==> src/hw/rtl/ctt_pkg.sv <==
`timescale 1ns / 1ps

package ctt_pkg;

    localparam int LINE_BITS_DEF = 24;

    typedef enum logic [2:0] {
        MODE_IDLE,
        MODE_IDENT,
        MODE_LITERAL,
        MODE_SLASH,
        MODE_LINE_CMT,
        MODE_BLOCK,
        MODE_BLOCK_STAR
    } t_mode;

    localparam logic [2:0] KIND_EQUALS  = 3'd0;
    localparam logic [2:0] KIND_COLON   = 3'd1;
    localparam logic [2:0] KIND_OPEN    = 3'd2;
    localparam logic [2:0] KIND_CLOSE   = 3'd3;
    localparam logic [2:0] KIND_IDENT   = 3'd4;
    localparam logic [2:0] KIND_LITERAL = 3'd5;
    localparam logic [2:0] KIND_INVALID = 3'd6;
    localparam logic [2:0] KIND_UNTERM  = 3'd7;

    localparam logic [7:0] CH_NL    = 8'h0A;
    localparam logic [7:0] CH_TAB   = 8'h09;
    localparam logic [7:0] CH_SPACE = 8'h20;
    localparam logic [7:0] CH_UNDER = 8'h5F;
    localparam logic [7:0] CH_DASH  = 8'h2D;
    localparam logic [7:0] CH_EQ    = 8'h3D;
    localparam logic [7:0] CH_COLON = 8'h3A;
    localparam logic [7:0] CH_OPEN  = 8'h7B;
    localparam logic [7:0] CH_CLOSE = 8'h7D;
    localparam logic [7:0] CH_SLASH = 8'h2F;
    localparam logic [7:0] CH_STAR  = 8'h2A;

    function automatic logic is_ident(input logic [7:0] c);
        return (c >= 8'h61 && c <= 8'h7A) || (c >= 8'h41 && c <= 8'h5A) ||
               (c >= 8'h30 && c <= 8'h39) || c == CH_UNDER || c == CH_DASH;
    endfunction

endpackage

==> src/hw/rtl/config_text_tokenizer.sv <==
`timescale 1ns / 1ps
// Streaming tokenizer for a small configuration text format.
// Input channel (s_axis): one text byte per beat in tdata, tuser set marks
// end of text (byte ignored). Output channel (m_axis): one token event per
// beat; tuser carries kind, token start and has-char flags, tdata carries
// the appended character and the line of a token start, tlast marks the
// final event caused by one input beat.
// Each accepted byte is scanned in the cycle it is accepted; its events
// (none to three) are stored as one bundle in a two-entry bundle queue and
// appear on m_axis from there, one per cycle while the receiver is ready.
// A byte causing at most one event can be taken every cycle while m_axis is
// ready; one causing more holds the output for one beat per event, so the
// output rate sets the sustained rate when colons or lone slashes are frequent.
// s_axis_tready drops only when both bundle entries are occupied, so one
// byte is still taken while a finished event waits on a stalled receiver.
// Synchronous active-low reset empties the queue, returns the scanner to
// idle and sets the line counter to one; end of text does the same to the
// scanner state after its final events.
module config_text_tokenizer
    import ctt_pkg::*;
#(
    parameter int LINE_BITS = LINE_BITS_DEF
) (
    input  logic                                  i_clk,
    input  logic                                  i_rst_n,
    input  logic                                  s_axis_tvalid,
    output logic                                  s_axis_tready,
    input  logic [7:0]                            s_axis_tdata,  // char_code
    input  logic [0:0]                            s_axis_tuser,  // end_of_text
    output logic                                  m_axis_tvalid,
    input  logic                                  m_axis_tready,
    // char_out, token_line, zero fill
    output logic [((8 + LINE_BITS + 7) / 8) * 8 - 1:0] m_axis_tdata,
    // token_kind, starts_token, has_char
    output logic [4:0]                            m_axis_tuser,
    output logic                                  m_axis_tlast   // last_of_item
);

    localparam int OUT_DW = ((8 + LINE_BITS + 7) / 8) * 8;
    localparam logic [LINE_BITS-1:0] LINE_ONE = LINE_BITS'(1);
    localparam logic [LINE_BITS-1:0] LINE_MAX = {LINE_BITS{1'b1}};

    typedef struct packed {
        logic [2:0]           kind;
        logic                 start;
        logic                 has;
        logic [7:0]           ch;
        logic [LINE_BITS-1:0] line;
    } t_res;

    typedef struct packed {
        logic [1:0] cnt;
        t_res [2:0] res;
    } t_bundle;

    function automatic t_res mk_res(input logic [2:0] kind, input logic start,
                                    input logic has, input logic [7:0] ch,
                                    input logic [LINE_BITS-1:0] line);
        t_res r;
        r.kind  = kind;
        r.start = start;
        r.has   = has;
        r.ch    = ch;
        r.line  = line;
        return r;
    endfunction

    // scanner state
    t_mode                r_mode, n_mode;
    logic [LINE_BITS-1:0] r_line, n_line;
    logic [LINE_BITS-1:0] r_cline, n_cline;
    logic                 r_linv, n_linv;
    logic                 r_llit, n_llit;
    logic                 r_held, n_held;

    // bundle queue
    t_bundle    r_q [2];
    logic       r_wp, r_rp;
    logic [1:0] r_cnt;
    logic [1:0] r_idx;

    t_bundle n_bundle;
    logic    in_fire, push, pop;
    t_res    head_res;

    assign s_axis_tready = (r_cnt != 2'd2);
    assign in_fire       = s_axis_tvalid && s_axis_tready;
    assign push          = in_fire && (n_bundle.cnt != 2'd0);

    always_comb begin
        logic [7:0] c;
        logic [1:0] k;
        logic       do_idle;
        c        = s_axis_tdata;
        k        = 2'd0;
        do_idle  = 1'b0;
        n_mode   = r_mode;
        n_line   = r_line;
        n_cline  = r_cline;
        n_linv   = r_linv;
        n_llit   = r_llit;
        n_held   = r_held;
        n_bundle = '0;

        if (s_axis_tuser[0]) begin
            if (r_mode == MODE_SLASH) begin
                n_bundle.res[k] = mk_res(KIND_INVALID, 1'b1, 1'b1, CH_SLASH, r_line);
                k = k + 2'd1;
            end else if (r_mode == MODE_BLOCK || r_mode == MODE_BLOCK_STAR) begin
                n_bundle.res[k] = mk_res(KIND_UNTERM, 1'b1, 1'b0, 8'd0, r_cline);
                k = k + 2'd1;
            end
            n_mode  = MODE_IDLE;
            n_line  = LINE_ONE;
            n_cline = LINE_ONE;
            n_linv  = 1'b0;
            n_llit  = 1'b0;
            n_held  = 1'b0;
        end else begin
            unique case (r_mode)
                MODE_IDENT: begin
                    if (is_ident(c)) begin
                        n_bundle.res[k] = mk_res(KIND_IDENT, 1'b0, 1'b1, c, '0);
                        k = k + 2'd1;
                    end else begin
                        do_idle = 1'b1;
                    end
                end
                MODE_LITERAL: begin
                    if (c == CH_NL) begin
                        if (n_line != LINE_MAX) n_line = n_line + LINE_ONE;
                        n_held = 1'b1;
                        n_mode = MODE_IDLE;
                    end else begin
                        n_bundle.res[k] = mk_res(KIND_LITERAL, 1'b0, 1'b1, c, '0);
                        k = k + 2'd1;
                    end
                end
                MODE_SLASH: begin
                    if (c == CH_SLASH) begin
                        n_mode = MODE_LINE_CMT;
                    end else if (c == CH_STAR) begin
                        n_cline = r_line;
                        n_mode  = MODE_BLOCK;
                    end else begin
                        // lone slash opens its own invalid token, then the byte is rescanned
                        n_bundle.res[k] = mk_res(KIND_INVALID, 1'b1, 1'b1, CH_SLASH, r_line);
                        k = k + 2'd1;
                        n_linv  = 1'b1;
                        n_llit  = 1'b0;
                        n_held  = 1'b0;
                        do_idle = 1'b1;
                    end
                end
                MODE_LINE_CMT: begin
                    if (c == CH_NL) begin
                        if (n_line != LINE_MAX) n_line = n_line + LINE_ONE;
                        n_mode = MODE_IDLE;
                    end
                end
                MODE_BLOCK, MODE_BLOCK_STAR: begin
                    if (r_mode == MODE_BLOCK_STAR && c == CH_SLASH) begin
                        n_mode = MODE_IDLE;
                    end else if (c == CH_STAR) begin
                        n_mode = MODE_BLOCK_STAR;
                    end else begin
                        if (c == CH_NL && n_line != LINE_MAX) n_line = n_line + LINE_ONE;
                        n_mode = MODE_BLOCK;
                    end
                end
                default: begin
                    do_idle = 1'b1;
                end
            endcase

            if (do_idle) begin
                n_mode = MODE_IDLE;
                if (c == CH_SPACE || c == CH_TAB) begin
                    n_mode = MODE_IDLE;
                end else if (c == CH_NL) begin
                    if (n_line != LINE_MAX) n_line = n_line + LINE_ONE;
                end else if (c == CH_SLASH) begin
                    n_mode = MODE_SLASH;
                end else if (c == CH_COLON) begin
                    if (n_llit) begin
                        // continue the literal, restoring the withheld newline
                        if (n_held) begin
                            n_bundle.res[k] = mk_res(KIND_LITERAL, 1'b0, 1'b1, CH_NL, '0);
                            k = k + 2'd1;
                        end
                        n_held = 1'b0;
                    end else begin
                        n_bundle.res[k] = mk_res(KIND_COLON, 1'b1, 1'b1, CH_COLON, n_line);
                        k = k + 2'd1;
                        n_bundle.res[k] = mk_res(KIND_LITERAL, 1'b1, 1'b0, 8'd0, n_line);
                        k = k + 2'd1;
                        n_linv = 1'b0;
                        n_llit = 1'b1;
                        n_held = 1'b0;
                    end
                    n_mode = MODE_LITERAL;
                end else if (c == CH_EQ || c == CH_OPEN || c == CH_CLOSE || is_ident(c)) begin
                    if (c == CH_EQ)
                        n_bundle.res[k] = mk_res(KIND_EQUALS, 1'b1, 1'b1, c, n_line);
                    else if (c == CH_OPEN)
                        n_bundle.res[k] = mk_res(KIND_OPEN, 1'b1, 1'b1, c, n_line);
                    else if (c == CH_CLOSE)
                        n_bundle.res[k] = mk_res(KIND_CLOSE, 1'b1, 1'b1, c, n_line);
                    else begin
                        n_bundle.res[k] = mk_res(KIND_IDENT, 1'b1, 1'b1, c, n_line);
                        n_mode = MODE_IDENT;
                    end
                    k = k + 2'd1;
                    n_linv = 1'b0;
                    n_llit = 1'b0;
                    n_held = 1'b0;
                end else begin
                    if (n_linv)
                        n_bundle.res[k] = mk_res(KIND_INVALID, 1'b0, 1'b1, c, '0);
                    else
                        n_bundle.res[k] = mk_res(KIND_INVALID, 1'b1, 1'b1, c, n_line);
                    k = k + 2'd1;
                    n_linv = 1'b1;
                    n_llit = 1'b0;
                    n_held = 1'b0;
                end
            end
        end
        n_bundle.cnt = k;
    end

    always_ff @(posedge i_clk) begin
        if (!i_rst_n) begin
            r_mode  <= MODE_IDLE;
            r_line  <= LINE_ONE;
            r_cline <= LINE_ONE;
            r_linv  <= 1'b0;
            r_llit  <= 1'b0;
            r_held  <= 1'b0;
        end else if (in_fire) begin
            r_mode  <= n_mode;
            r_line  <= n_line;
            r_cline <= n_cline;
            r_linv  <= n_linv;
            r_llit  <= n_llit;
            r_held  <= n_held;
        end
    end

    // output side: walk the head bundle one beat at a time
    assign head_res      = r_q[r_rp].res[r_idx];
    assign m_axis_tvalid = (r_cnt != 2'd0);
    assign m_axis_tlast  = (r_idx == r_q[r_rp].cnt - 2'd1);
    assign m_axis_tuser  = {head_res.has, head_res.start, head_res.kind};
    assign m_axis_tdata  = OUT_DW'({head_res.line, head_res.ch});
    assign pop           = m_axis_tvalid && m_axis_tready && m_axis_tlast;

    always_ff @(posedge i_clk) begin
        if (push) r_q[r_wp] <= n_bundle;
    end

    always_ff @(posedge i_clk) begin
        if (!i_rst_n) begin
            r_wp  <= 1'b0;
            r_rp  <= 1'b0;
            r_cnt <= 2'd0;
            r_idx <= 2'd0;
        end else begin
            if (push) r_wp <= ~r_wp;
            if (pop) begin
                r_rp  <= ~r_rp;
                r_idx <= 2'd0;
            end else if (m_axis_tvalid && m_axis_tready) begin
                r_idx <= r_idx + 2'd1;
            end
            if (push && !pop)
                r_cnt <= r_cnt + 2'd1;
            else if (pop && !push)
                r_cnt <= r_cnt - 2'd1;
        end
    end

endmodule

==> config.mk <==
export PLATFORM = sky130hd
export DESIGN_NAME = config_text_tokenizer
export DESIGN_NICKNAME = d
export VERILOG_FILES = /design/src/hw/rtl/ctt_pkg.sv /design/src/hw/rtl/config_text_tokenizer.sv
export SDC_FILE = /design/constraint.sdc
export NUM_CORES = 1
export LEC_CHECK = 0
export ABC_AREA = 1
export BUFFER_PORTS_ARGS = -buffer_cell sky130_fd_sc_hd__buf_4
export CAP_MARGIN = 20
export CORE_MARGIN = 2
export CORE_UTILIZATION = 50
export DETAILED_ROUTE_END_ITERATION = 10
export MAX_ROUTING_LAYER = met4
export PLACE_DENSITY = 0.76
export SETUP_SLACK_MARGIN = 0.02
export SYNTH_ARGS = -nofsm -noshare
export SYNTH_HDL_FRONTEND = slang
export SYNTH_SLANG_ARGS = --single-unit
==> constraint.sdc <==
create_clock -name i_clk -period 17.9 [get_ports i_clk]
set_clock_uncertainty 0.05 [all_clocks]
set_input_delay 3.58 -clock i_clk [delete_from_list [all_inputs] [get_ports i_clk]]
set_output_delay 3.58 -clock i_clk [all_outputs]
set_load 0.01 [all_outputs]
## Word level (Yosys, flattened, before mapping)

Memory sizes are Yosys's and may differ from the RTL's. A register that Yosys moved wholly into a read port is not among the register bits.
Index checks and enable logic that the tools add are counted.

| word-level totals | value |
|---|---|
| register bits | 60 |
| word-level logic and storage cells | 223 |
| output and inout port bits | 40 |
| memories kept | 1 |
| RAM bits | 226 |

Memories:

| name | words | bits a word | read ports | clocked after memory_dff | write ports | RTL line | text |
|---|---|---|---|---|---|---|---|
| r_q | 2 | 113 | 1 | 1 | 1 | config_text_tokenizer.sv:77 | `t_bundle r_q [2];` |

| cells by class | value |
|---|---|
| bitwise logic cells | 6 |
| magnitude comparators | 11 |
| reduce and logical (&&, ||, !) cells | 36 |
| add/subtract/negate cells | 8 |
| equal/unequal tests | 24 |
| multiplexer cells | 127 |

Operators with widths:

| kind | count |
|---|---|
| $mux 111 | 12 |
| $bwmux 111 | 8 |
| $mux 37 | 11 |
| $mux 24 | 15 |
| $demux 37 s2 | 2 |
| $pmux 37 s3 | 1 |
| $and 32x96->96 | 1 |
| $not 96->96 | 1 |
| $bmux 37 s2 | 1 |
| $mux 74 | 1 |
| $mux 1 | 49 |
| $add 24x1->24 const B | 2 |
| $eq 8x6->1 const B | 6 |
| $ne 24x24->1 const B | 2 |
| $pmux 24 s2 | 1 |
| $mux 2 | 16 |
| $eq 8x7->1 const B | 3 |
| $mux 3 | 6 |
| $eq 8x4->1 const B | 2 |
| $ge 8x7->1 const B | 2 |
| $le 8x7->1 const B | 2 |
| $or 5x15->15 | 1 |
| $logic_and 1x1->1 | 13 |
| $reduce_bool 2->1 | 5 |
| 23 further kinds | 49 |

## Depth between registers and ports, before layout

Gate-level depths: netlist of the first run.

| logic depth | value |
|---|---|
| depth after elaboration | 24 |
| gate-level depth with buffers | 24 |
| gate-level depth less buffers | 23 |

## Worst setup path after synthesis of the first run

No wires, ideal clock.

| timing | value |
|---|---|
| kind | in2reg |
| start | input port s_axis_tdata[3] |
| end | memory r_q[1][0] (netlist bit) (enable) |
| setup slack | 7.808 ns |
| stages on the path | 12 |
| required time | 17.287 ns |
| buffers on the path | 3 |
| arrival | 9.479 ns |
| cell sequence | buf_2 > nand4_2 > nor2_2 > buf_6 > buf_4 > o211ai_2 > ha_1 > a21oi_1 > a21o_1 > nand4_1 > nand2_1 > nor2_1 |

| between the ends | value |
|---|---|
| word-level cells in the longest chain between the ends | 22 |

Ends and longest elaborated chain:

| item | RTL line | text |
|---|---|---|
| start: declaration | config_text_tokenizer.sv:28 | `input logic [7:0] s_axis_tdata,` |
| $ge 8x7->1 or $le 8x7->1 (tied branches) | ctt_pkg.sv:39 | `return (c >= 8'h61 && c <= 8'h7A) \|\| (c >= 8'h41 && c <= 8'h5A) \|\|` |
| $logic_and 1x1->1 | ctt_pkg.sv:39 |  |
| $logic_or 1x1->1 (2 in a row) | ctt_pkg.sv:39 |  |
| $logic_or 1x1->1 (2 in a row) | ctt_pkg.sv:40 | `(c >= 8'h30 && c <= 8'h39) \|\| c == CH_UNDER \|\| c == CH_DASH;` |
| $mux 1 | config_text_tokenizer.sv:122 | `if (is_ident(c)) begin` |
| $pmux 1 s3 | config_text_tokenizer.sv:120 | `unique case (r_mode)` |
| $mux 2 | config_text_tokenizer.sv:105 | `if (s_axis_tuser[0]) begin` |
| $add 2x1->2 | n/a |  |
| [... 4 more ...] | n/a |  |
| $mux 2 | config_text_tokenizer.sv:180 | `end else if (c == CH_NL) begin` |
| $mux 2 | config_text_tokenizer.sv:178 | `if (c == CH_SPACE \|\| c == CH_TAB) begin` |
| $mux 2 (*) | config_text_tokenizer.sv:176 | `if (do_idle) begin` |
| $mux 2 (*) | config_text_tokenizer.sv:105 |  |
| $reduce_bool 2->1 (*) | config_text_tokenizer.sv:88 | `assign push = in_fire && (n_bundle.cnt != 2'd0);` |
| $logic_and 1x1->1 (*) | config_text_tokenizer.sv:88 |  |
| $mux 1 (*) | config_text_tokenizer.sv:259 | `if (push) r_q[r_wp] <= n_bundle;` |
| $mux 1 (implied by the code) (*) | config_text_tokenizer.sv:259 |  |
| end: declaration | config_text_tokenizer.sv:77 |  |

Mark *: on every way between the ends. The rest lies on a longest branch, timed or not. The select of a mux whose other input is x is not followed.

## Worst setup path in the final report of the first run

| timing | value |
|---|---|
| start | input port s_axis_tdata[2] |
| end | memory r_q[0][89] (netlist bit) (enable) |

The elaborated chain is that of the path after synthesis.

==> flow_metrics.tcl, run 1 <==
set metrics [dict create \
    fillerInstances 2607 \
    cts_resized 0 \
    synth_most_common_cell "nand2_1" \
    cts_tree "yes" \
    viasPerCell 5.92 \
    p_per_area_nw_per_um2 138 \
    dp_hpwl_mm 31.7 \
    grt_pass1_wl_mm 70.2 \
    start_kind "primary input" \
    antenna_left 0 \
    synthTopCellsByArea "edfxtp_1, nand2_1, dfxtp_1, nor2_1, o21ai_0" \
    wire_per_inst_um 20.7 \
    setup_violations 0 \
    dp_cells 2172 \
    syn_inst 1818 \
    drv_slew 0 \
    die_w_um 175 \
    worst_slew_margin_rel_pct 27.7 \
    cap_violations 0 \
    ys_seq_area_share_pct 49.8 \
    reg2reg_from "r_mode[0]$_SDFFE_PN0P_" \
    vias 13174 \
    post-cts-setup-buffers 0 \
    reg2regPathDepth 14 \
    gp_congestion 1.02 \
    ios 53 \
    grt_pass1_vias 12116 \
    utilization_pct 56.3 \
    dr.pass1.iters 6 \
    hold_buffers 0 \
    r2r_slack_ns 12.27 \
    die_h_um 175 \
    syn_area_sq_um 14600 \
    tightest_slew_ns 1.08 \
    layoutNonFillerInstCount 2225 \
    row_count 62 \
    hold_start "r_cline[11]$_SDFFE_PN0P_" \
    ys.flop_type "edfxtp_1" \
    synth_top_area_cell "edfxtp_1" \
    setup_tns_ns 0 \
    path_class "in -> reg" \
    dr.first_iter.drc_count 1864 \
    insertion_delay_ns 0.54 \
    antenna_found_initial 2 \
    clock_path_buffers 3 \
    track_usage_pct 30.6 \
    synth_commonest_cells "nand2_1, nor2_1, edfxtp_1" \
    area_delta_synth_final_pct 10.6 \
    htreeDepth 1 \
    start_util_pct 50.9 \
    routed_wl_mm 46.0 \
    hold_violations 0 \
    dieArea_sq_um 30700 \
    crit_fanout 73 \
    synth_async_sr_flop_share_pct 0 \
    fin_nets 1836 \
    yosys_register_bits 263 \
    hold_depth 2 \
    outcome "complete, no violations" \
    rsz0062_at_grt "false" \
    holdPathEnd "r_cline[11]$_SDFFE_PN0P_" \
    cts-root-buf "clkbuf_16" \
    worstHoldPathType "reg -> reg" \
    port_buffers 52 \
    period_needed_ns 8.41 \
    r2r_end "r_q[0][89]$_DFFE_PP_" \
    period_share_pct 47.0 \
    path_clk_slew_ns 0.06 \
    route.detailed.drc 0 \
    max_freq_mhz 119 \
    yosys_warnings 0 \
    cp.arrival_ns 8.51 \
    clock-sinks 263 \
    grt_max_degree 101 \
    crit_path_end_kind "flip-flop" \
    vdd.ir_drop.worst_v 0.000119 \
    yosysTopAreaCellShare_pct 41.4 \
    syn_area_per_cell_sq_um 8.05 \
    synth-edff-count 202 \
    p_leak_uw 0.00591 \
    grt_overflow 0 \
    layout-drive-gt1-share_pct 12.2 \
    syn_nets 1836 \
    required_ns 18.00 \
    core_area_sq_um 28800 \
    synthDistinctLibCells 51 \
    cts_buffers 27 \
]
==> per-stage QoR <==
| step | area (sq um) | hold slack [ns] | total power (uW) | setup WS, ns |
|---|---|---|---|---|
| CTS | 16200 | 0.418 | 2220 | 9.59 |
| floorplan | 14600 | 0.395 | 1330 | 7.81 |
| detailed placement | 15200 | 0.408 | 1620 | 9.06 |
| finish | 16200 | 0.418 | 2230 | 9.49 |
| global placement | 15200 | 0.403 | 1610 | 9.11 |
| global route | 16200 | 0.426 | 2340 | 9.15 |
==> cell families (layout without fill, tap and decap cells) <==
| group | after synthesis | in the layout | share of synthesized area [%] |
|---|---|---|---|
| simple gates | 904 | 904 | 27.4 |
| compound gates | 388 | 388 | 14.8 |
| flops | 263 | 263 | 49.8 |
| buf+inv | 244 | 264 | 6.74 |
| xor+xnor | 13 | 13 | 0.778 |
| fa+ha+maj | 5 | 5 | 0.427 |
| mux | 1 | 1 | 0.0684 |
| other cells | 0 | 3 | 0 |
==> worst max-delay path by stage <==
stage	slack (ns)	to	from	cells past startpoint
final	9.49	r_q[0][89]$_DFFE_PP_	s_axis_tdata[2]	17
after global routing	9.15	r_q[0][87]$_DFFE_PP_	s_axis_tdata[2]	17
after CTS	9.59	r_q[0][57]$_DFFE_PP_	s_axis_tdata[2]	17
after detailed placement	9.06	r_q[0][89]$_DFFE_PP_	s_axis_tdata[2]	17
after global placement	9.11	r_q[0][89]$_DFFE_PP_	s_axis_tdata[2]	17
after floorplan	7.81	r_q[1][0]$_DFFE_PP_	s_axis_tdata[3]	12
==> flip-flops by register name, indices dropped and copies added (netlist names), named ones only <==
signal,flops
r_line,24
r_held,1
r_q,202
r_cline,24
r_rp,1
r_idx,2
r_llit,1
r_mode,3
r_linv,1
r_wp,1
r_cnt,2
==> per-layer routing <==
metal	wire length (um)	vias to the layer above	track usage (%)
li1	-	6194	-
met3	4880	74	5.29
met4	1040	0	7.81
met1	20500	6258	45.3
met5	0	-	-
met2	19600	648	43.6
==> layout by cell type (no fill, tap or decap), types with 17 or more instances in the layout <==
cell type	count
nand2_1	368
nor2_1	289
edfxtp_1	202
o21ai_0	178
inv_1	119
nand3_1	117
a21oi_1	111
buf_4	67
dfxtp_1	60
o211ai_1	35
clkbuf_16	27
nand2_2	26
o22ai_1	25
inv_2	21
nand4_1	21
nor3_1	20
nand3_2	17
==> critical path, cell delays in order <==
cell,delay (ns)
buf_4,0.10
inv_1,0.09
nand4_2,0.12
inv_2,0.04
nand2_1,0.16
nand3_2,0.39
inv_1,0.75
a21oi_4,0.14
inv_2,0.16
nand2_1,0.15
inv_1,0.58
o21ai_1,0.18
a21o_1,0.21
nand4_1,0.07
nand2_1,0.15
nor2_4,0.69
buf_4,0.85
==> report_power, final <==
part           internal [uW]  switching (uW)  leakage [uW]
sequential               787            38.2       0.00242
clock                    367             234      0.000476
combinational            238             563       0.00301
total                   1390             835       0.00591
==> final cells by class <==
type | instances | area, sq um | area share, %
clock buffer | 34 | 742 | 4.58
timing repair buffer | 68 | 518 | 3.20
multi-input combinational | 1311 | 6390 | 39.4
clock inverter | 15 | 218 | 1.34
sequential | 263 | 7290 | 45.0
tap | 384 | 480 | 2.97
antenna | 3 | 7.51 | 0.0464
inverter | 147 | 552 | 3.41
No activity file was read; power rests on OpenSTA's default activity.
==> inputs of run 2 (changes only) <==
ABC_AREA = 0   (was 1)
clock period = 8.1 ns   (was 17.9 ns; I/O delays follow)
==> run 2 against run 1 <==
  * Critical path type unchanged
  * Routed wire length decreased by 18%
  * Utilization up 0.21 points
  * Critical path depth rose by 1
  * Critical endpoint is now r_cnt[1]$_SDFFE_PN0P_
==> flow_metrics.tcl, run 2 <==
set metrics [dict create \
    port_buffers 52 \
    gp_congestion 1.01 \
    synth_async_sr_flop_share_pct 0 \
    clock-sinks 263 \
    die_h_um 169 \
    period_share_pct 74.5 \
    layoutNonFillerInstCount 1600 \
    max_freq_mhz 166 \
    synth_most_common_cell "edfxtp_1" \
    cp.arrival_ns 6.45 \
    crit_fanout 15 \
    row_count 60 \
    r2r_slack_ns 3.32 \
    rsz0062_at_grt "false" \
    synthTopCellsByArea "edfxtp_1, dfxtp_1, mux4_2, nor2_1, a22oi_1" \
    fin_total_pwr_uw 3060 \
    fin_nets 1257 \
    dieArea_sq_um 28700 \
    yosysTopAreaCellShare_pct 44.3 \
    hold_start "r_cline[0]$_SDFFE_PN1P_" \
    route.detailed.drc 0 \
    cts-root-buf "clkbuf_16" \
    cts_buffers 26 \
    start_kind "primary input" \
    vias 10622 \
    r2r_end "r_cnt[1]$_SDFFE_PN0P_" \
    ys.flop_type "edfxtp_1" \
    grt_overflow 0 \
    drv_slew 0 \
    dp_cells 1552 \
    grt_pass1_wl_mm 59.4 \
    period_needed_ns 6.04 \
    htreeDepth 1 \
    p_leak_uw 0.00481 \
    ios 53 \
    setup_violations 0 \
    layout-drive-gt1-share_pct 14.3 \
    hold_violations 0 \
    dp_hpwl_mm 25.5 \
    mostFrequentLayoutCells "edfxtp_1, nor2_1, nand2_1" \
    vdd.ir_drop.worst_v 0.000129 \
    core_area_sq_um 26900 \
    hold_buffers 0 \
    largest_reg_flops 202 \
    required_ns 8.51 \
    syn_area_sq_um 13700 \
    synth_commonest_cells "edfxtp_1, nor2_1, nand2_1" \
    insertion_delay_ns 0.53 \
    dr.first_iter.drc_count 1320 \
    syn_inst 1234 \
    setup_tns_ns 0 \
    die_w_um 169 \
    wire_per_inst_um 23.6 \
    viasPerCell 6.64 \
    antenna_found_initial 0 \
    p_per_area_nw_per_um2 202 \
    top_regs "r_q x202, r_cline x24, r_line x24" \
    path_class "in -> reg" \
    cts_tree "yes" \
    outcome "complete, no violations" \
    final_common_cell "edfxtp_1" \
    routed_wl_mm 37.7 \
    path_clk_slew_ns 0.07 \
    ys_seq_area_share_pct 53.3 \
    synth-edff-count 202 \
    area_delta_synth_final_pct 11.0 \
    antenna_left 0 \
    syn_nets 1252 \
    grt_pass1_vias 10416 \
    track_usage_pct 27.3 \
    cap_violations 0 \
    synthDistinctLibCells 86 \
    cts_resized 0 \
    clock_path_buffers 3 \
    grt_max_degree 92 \
    hold_depth 2 \
    crit_path_end_kind "flip-flop" \
    n_antenna_cell 0 \
    worstHoldPathType "reg -> reg" \
    reg2regPathDepth 15 \
    post-cts-setup-buffers 0 \
    post_dp_cell_area_sq_um 14300 \
    worst_slew_margin_rel_pct 28.2 \
    yosys_register_bits 263 \
    tightest_slew_ns 1.08 \
    syn_area_per_cell_sq_um 11.1 \
    dr.pass1.iters 7 \
    reg2reg_from "r_mode[0]$_SDFFE_PN0P_" \
    top_register "r_q" \
    fin_hold_ws_ns 0.430 \
    fin_area_sq_um 15200 \
    yosys_warnings 0 \
    start_util_pct 50.9 \
    synth_top_area_cell "edfxtp_1" \
    holdPathEnd "r_cline[0]$_SDFFE_PN1P_" \
]
-- run 2: cell types whose count changed after synthesis, moves of 26 or more --
cell | previous run | this run
nand3_1 | 117 | 50
nor2b_1 | 0 | 42
inv_1 | 119 | 46
o21ai_0 | 178 | 57
nor2_1 | 292 | 95
a21oi_1 | 111 | 42
nand2_1 | 368 | 77
mux4_2 | 0 | 37
nand2_2 | 26 | 0
a22oi_1 | 0 | 45
mux2i_1 | 1 | 32
-- run 2: cell families after synthesis --
family / share of synthesized area (%)
compound gates: 14.7
xor+xnor: 2.11
fa+ha+maj: 0.457
buf+inv: 4.08
flops: 53.3
mux: 8.60
simple gates: 16.8
-- run 2: per-stage QoR --
| step | util, % | setup slack [ns] |
|---|---|---|
| 2_1_floorplan | - | -1.17 |
| 3_3_place_gp | 53.3 | 1.62 |
| 3_5_place_dp | 53.3 | 1.57 |
| 4_1_cts | 56.5 | 2.10 |
| 5_1_grt | 56.5 | 1.66 |
| 6_report | 56.5 | 2.06 |
-- run 2: worst max path at each step --
stage / from / to / cells after the start
5_1_grt: s_axis_tdata[5] / r_cnt[1]$_SDFFE_PN0P_ / 17
4_1_cts: s_axis_tdata[0] / r_cnt[1]$_SDFFE_PN0P_ / 18
2_1_floorplan: s_axis_tdata[1] / r_q[0][0]$_DFFE_PP_ / 14
3_5_place_dp: s_axis_tdata[0] / r_cnt[1]$_SDFFE_PN0P_ / 18
6_report: s_axis_tdata[0] / r_cnt[1]$_SDFFE_PN0P_ / 18
3_3_place_gp: s_axis_tdata[0] / r_cnt[1]$_SDFFE_PN0P_ / 18
-- run 2: power breakdown --
| part | leakage (uW) | switching [uW] | internal, uW | total, uW |
|---|---|---|---|---|
| registers | 0.00224 | 22.9 | 1510 | 1530 |
| logic | 0.00215 | 183 | 143 | 326 |
| clock network | 0.000419 | 502 | 705 | 1210 |
-- run 2: area by class of cell --
type                    instances  area [sq um]
clock inverters                16           159
clock buffers                  32           694
repair buffers                 73           573
inverters                      47           176
flip-flops and latches        263          7290
fillers                      2231         11700
multi-input cells             828          5860
well taps                     341           427
-- run 2: layer usage --
| layer | track usage, % | wire length (um) |
|---|---|---|
| met1 | 38.3 | 16500 |
| met4 | 7.58 | 836 |
| met3 | 4.80 | 3440 |
| met2 | 41.1 | 16900 |
| met5 | - | 0 |
-- run 2: worst max-delay path: stages --
cell and delay, ns:
buf_4 0.16, and2_1 0.18, o2111a_1 0.23, a2111oi_1 0.66, o311ai_1 0.20, buf_4 0.20, a31o_2 0.33, inv_2 0.22
ha_1 0.27, o31ai_1 0.23, a41oi_1 0.07, o221ai_1 0.22, nand2_1 0.14, o21ai_0 0.62, inv_1 0.18, ha_1 0.37
or3_1 0.37, a21boi_0 0.16
==> inputs of run 3 (changes only) <==
ABC_AREA = 1   (was 0)
clock period = 5.9 ns   (was 8.1 ns; I/O delays follow)
==> run 3 against run 2 <==
  * Global-route usage increased by 3.4 points
  * Clock power rose by 54%
  * Routed wire length rose by 22%
  * Die area grew 6.8%
  * Non-clock buffer count increased by 8
  * Count of clock-buffer cells in the layout increased by 9
==> flow_metrics.tcl, run 3 (same netlist as run 1, synthesis figures left out) <==
set metrics [dict create \
    outcome "complete, no violations" \
    p_per_area_nw_per_um2 420 \
    n_antenna_cell 0 \
    hold_buffers 0 \
    die_h_um 175 \
    worst_slew_margin_rel_pct 31.3 \
    wire_per_inst_um 20.6 \
    dp_cells 2186 \
    antenna_found_initial 0 \
    period_share_pct 74.5 \
    start_kind "primary input" \
    path_class "in -> reg" \
    cts-root-buf "clkbuf_16" \
    viasPerCell 5.93 \
    die_w_um 175 \
    cts_buffers 28 \
    row_count 62 \
    post-cts-setup-buffers 0 \
    vdd.ir_drop.worst_v 0.000372 \
    routed_wl_mm 46.1 \
    rsz0062_at_grt "false" \
    p_leak_uw 0.00600 \
    dp_hpwl_mm 32.1 \
    clock_path_buffers 3 \
    route.detailed.drc 0 \
    fin_total_pwr_uw 6880 \
    worstHoldPathType "reg -> reg" \
    top_register "r_q" \
    cts_tree "yes" \
    path_clk_slew_ns 0.06 \
    grt_max_degree 102 \
    dr.first_iter.drc_count 1885 \
    vias 13269 \
    crit_fanout 18 \
    dieArea_sq_um 30700 \
    final_common_cell "nand2_1" \
    max_freq_mhz 228 \
    start_util_pct 50.9 \
    setup_violations 0 \
    mostFrequentLayoutCells "nand2_1, nor2_1, edfxtp_1" \
    antenna_left 0 \
    cp.arrival_ns 4.77 \
    required_ns 6.28 \
    grt_pass1_vias 12180 \
    layout-drive-gt1-share_pct 12.7 \
    cts_resized 0 \
    grt_pass1_wl_mm 70.8 \
    cap_violations 0 \
    gp_congestion 0.981 \
    core_area_sq_um 28800 \
    clock-sinks 263 \
    utilization_pct 56.9 \
    crit_path_end_kind "flip-flop" \
    period_needed_ns 4.39 \
    track_usage_pct 30.7 \
    tightest_slew_ns 1.03 \
    hold_violations 0 \
    grt_overflow 0 \
    layoutNonFillerInstCount 2238 \
    pre_cts_ws_ns 1.04 \
    dr.pass1.iters 6 \
    top_regs "r_q x202, r_cline x24, r_line x24" \
    port_buffers 52 \
    drv_slew 0 \
    worst_slack_ns 1.51 \
    insertion_delay_ns 0.55 \
    htreeDepth 1 \
    fin_nets 1850 \
    ios 53 \
    area_delta_synth_final_pct 11.9 \
    largest_reg_flops 202 \
]
run 3: cell types whose count changed in the layout (fill, tap and decap cells not counted), sizes merged, moves of 42 or more:
cell and change:
o21ai +129, inv +94, a22oi -45, nand2 +318, nor2b -42, nand3 +83, nor2 +224, a21oi +71
run 3: worst max-delay path, cell delays in order:
cell and delay (ns):
buf_4 0.12, nor2_2 0.17, inv_1 0.07, nor2_2 0.16, nand2_1 0.17, nand3_2 0.37, inv_1 0.15, a21oi_4 0.32
inv_2 0.16, nand2_1 0.26, inv_1 0.13, o21ai_1 0.14, a21o_1 0.15, nand4_1 0.08, nand2_1 0.22, inv_1 0.12
ha_1 0.34, a21oi_1 0.12, o21ai_0 0.11, o21ai_0 0.16, a21oi_1 0.05
run 3: layer usage:
| layer | wire [um] | track usage (%) | up-vias |
|---|---|---|---|
| met5 | 0 | - | - |
| met4 | 1000 | 7.40 | 0 |
| met3 | 4850 | 4.46 | 66 |
| met2 | 19700 | 43.8 | 706 |
| met1 | 20600 | 46.0 | 6276 |
| li1 | - | - | 6221 |
run 3: path summary, 6_finish.rpt:
path              cells after the start                    start                      end  slack, ns
setup / recovery                     21          s_axis_tdata[7]    r_cnt[1]$_SDFFE_PN0P_       1.51
hold reg to reg                       2  r_cline[3]$_SDFFE_PN0P_  r_cline[3]$_SDFFE_PN0P_       0.42
hold / removal                        2  r_cline[3]$_SDFFE_PN0P_  r_cline[3]$_SDFFE_PN0P_       0.42
setup reg to reg                     21   r_line[0]$_SDFFE_PN1P_   r_line[8]$_SDFFE_PN0P_       1.63
run 3: final cells by class:
| class | instances | area [sq um] |
|---|---|---|
| well taps | 384 | 480 |
| repair buffers | 81 | 683 |
| flip-flops and latches | 263 | 7290 |
| multi-input cells | 1311 | 6380 |
| clock buffers | 41 | 811 |
| inverters | 147 | 552 |
| clock inverters | 11 | 173 |
| fillers | 2580 | 12400 |
run 3: power by group:
| part | switching (uW) | total [uW] | leakage, uW | internal (uW) |
|---|---|---|---|---|
| clock | 732 | 1860 | 0.000483 | 1130 |
| sequential | 105 | 2490 | 0.00242 | 2380 |
| combinational | 1760 | 2530 | 0.00310 | 773 |
run 3: per-stage QoR:
step | TNS, ns | hold WS (ns) | instance area [sq um]
after CTS | 0 | 0.417 | 16400
after floorplan | -17.10 | 0.395 | 14600
after global placement | 0 | 0.403 | 15400
final | 0 | 0.417 | 16400
after global routing | 0 | 0.436 | 16400
after detailed placement | 0 | 0.407 | 15400
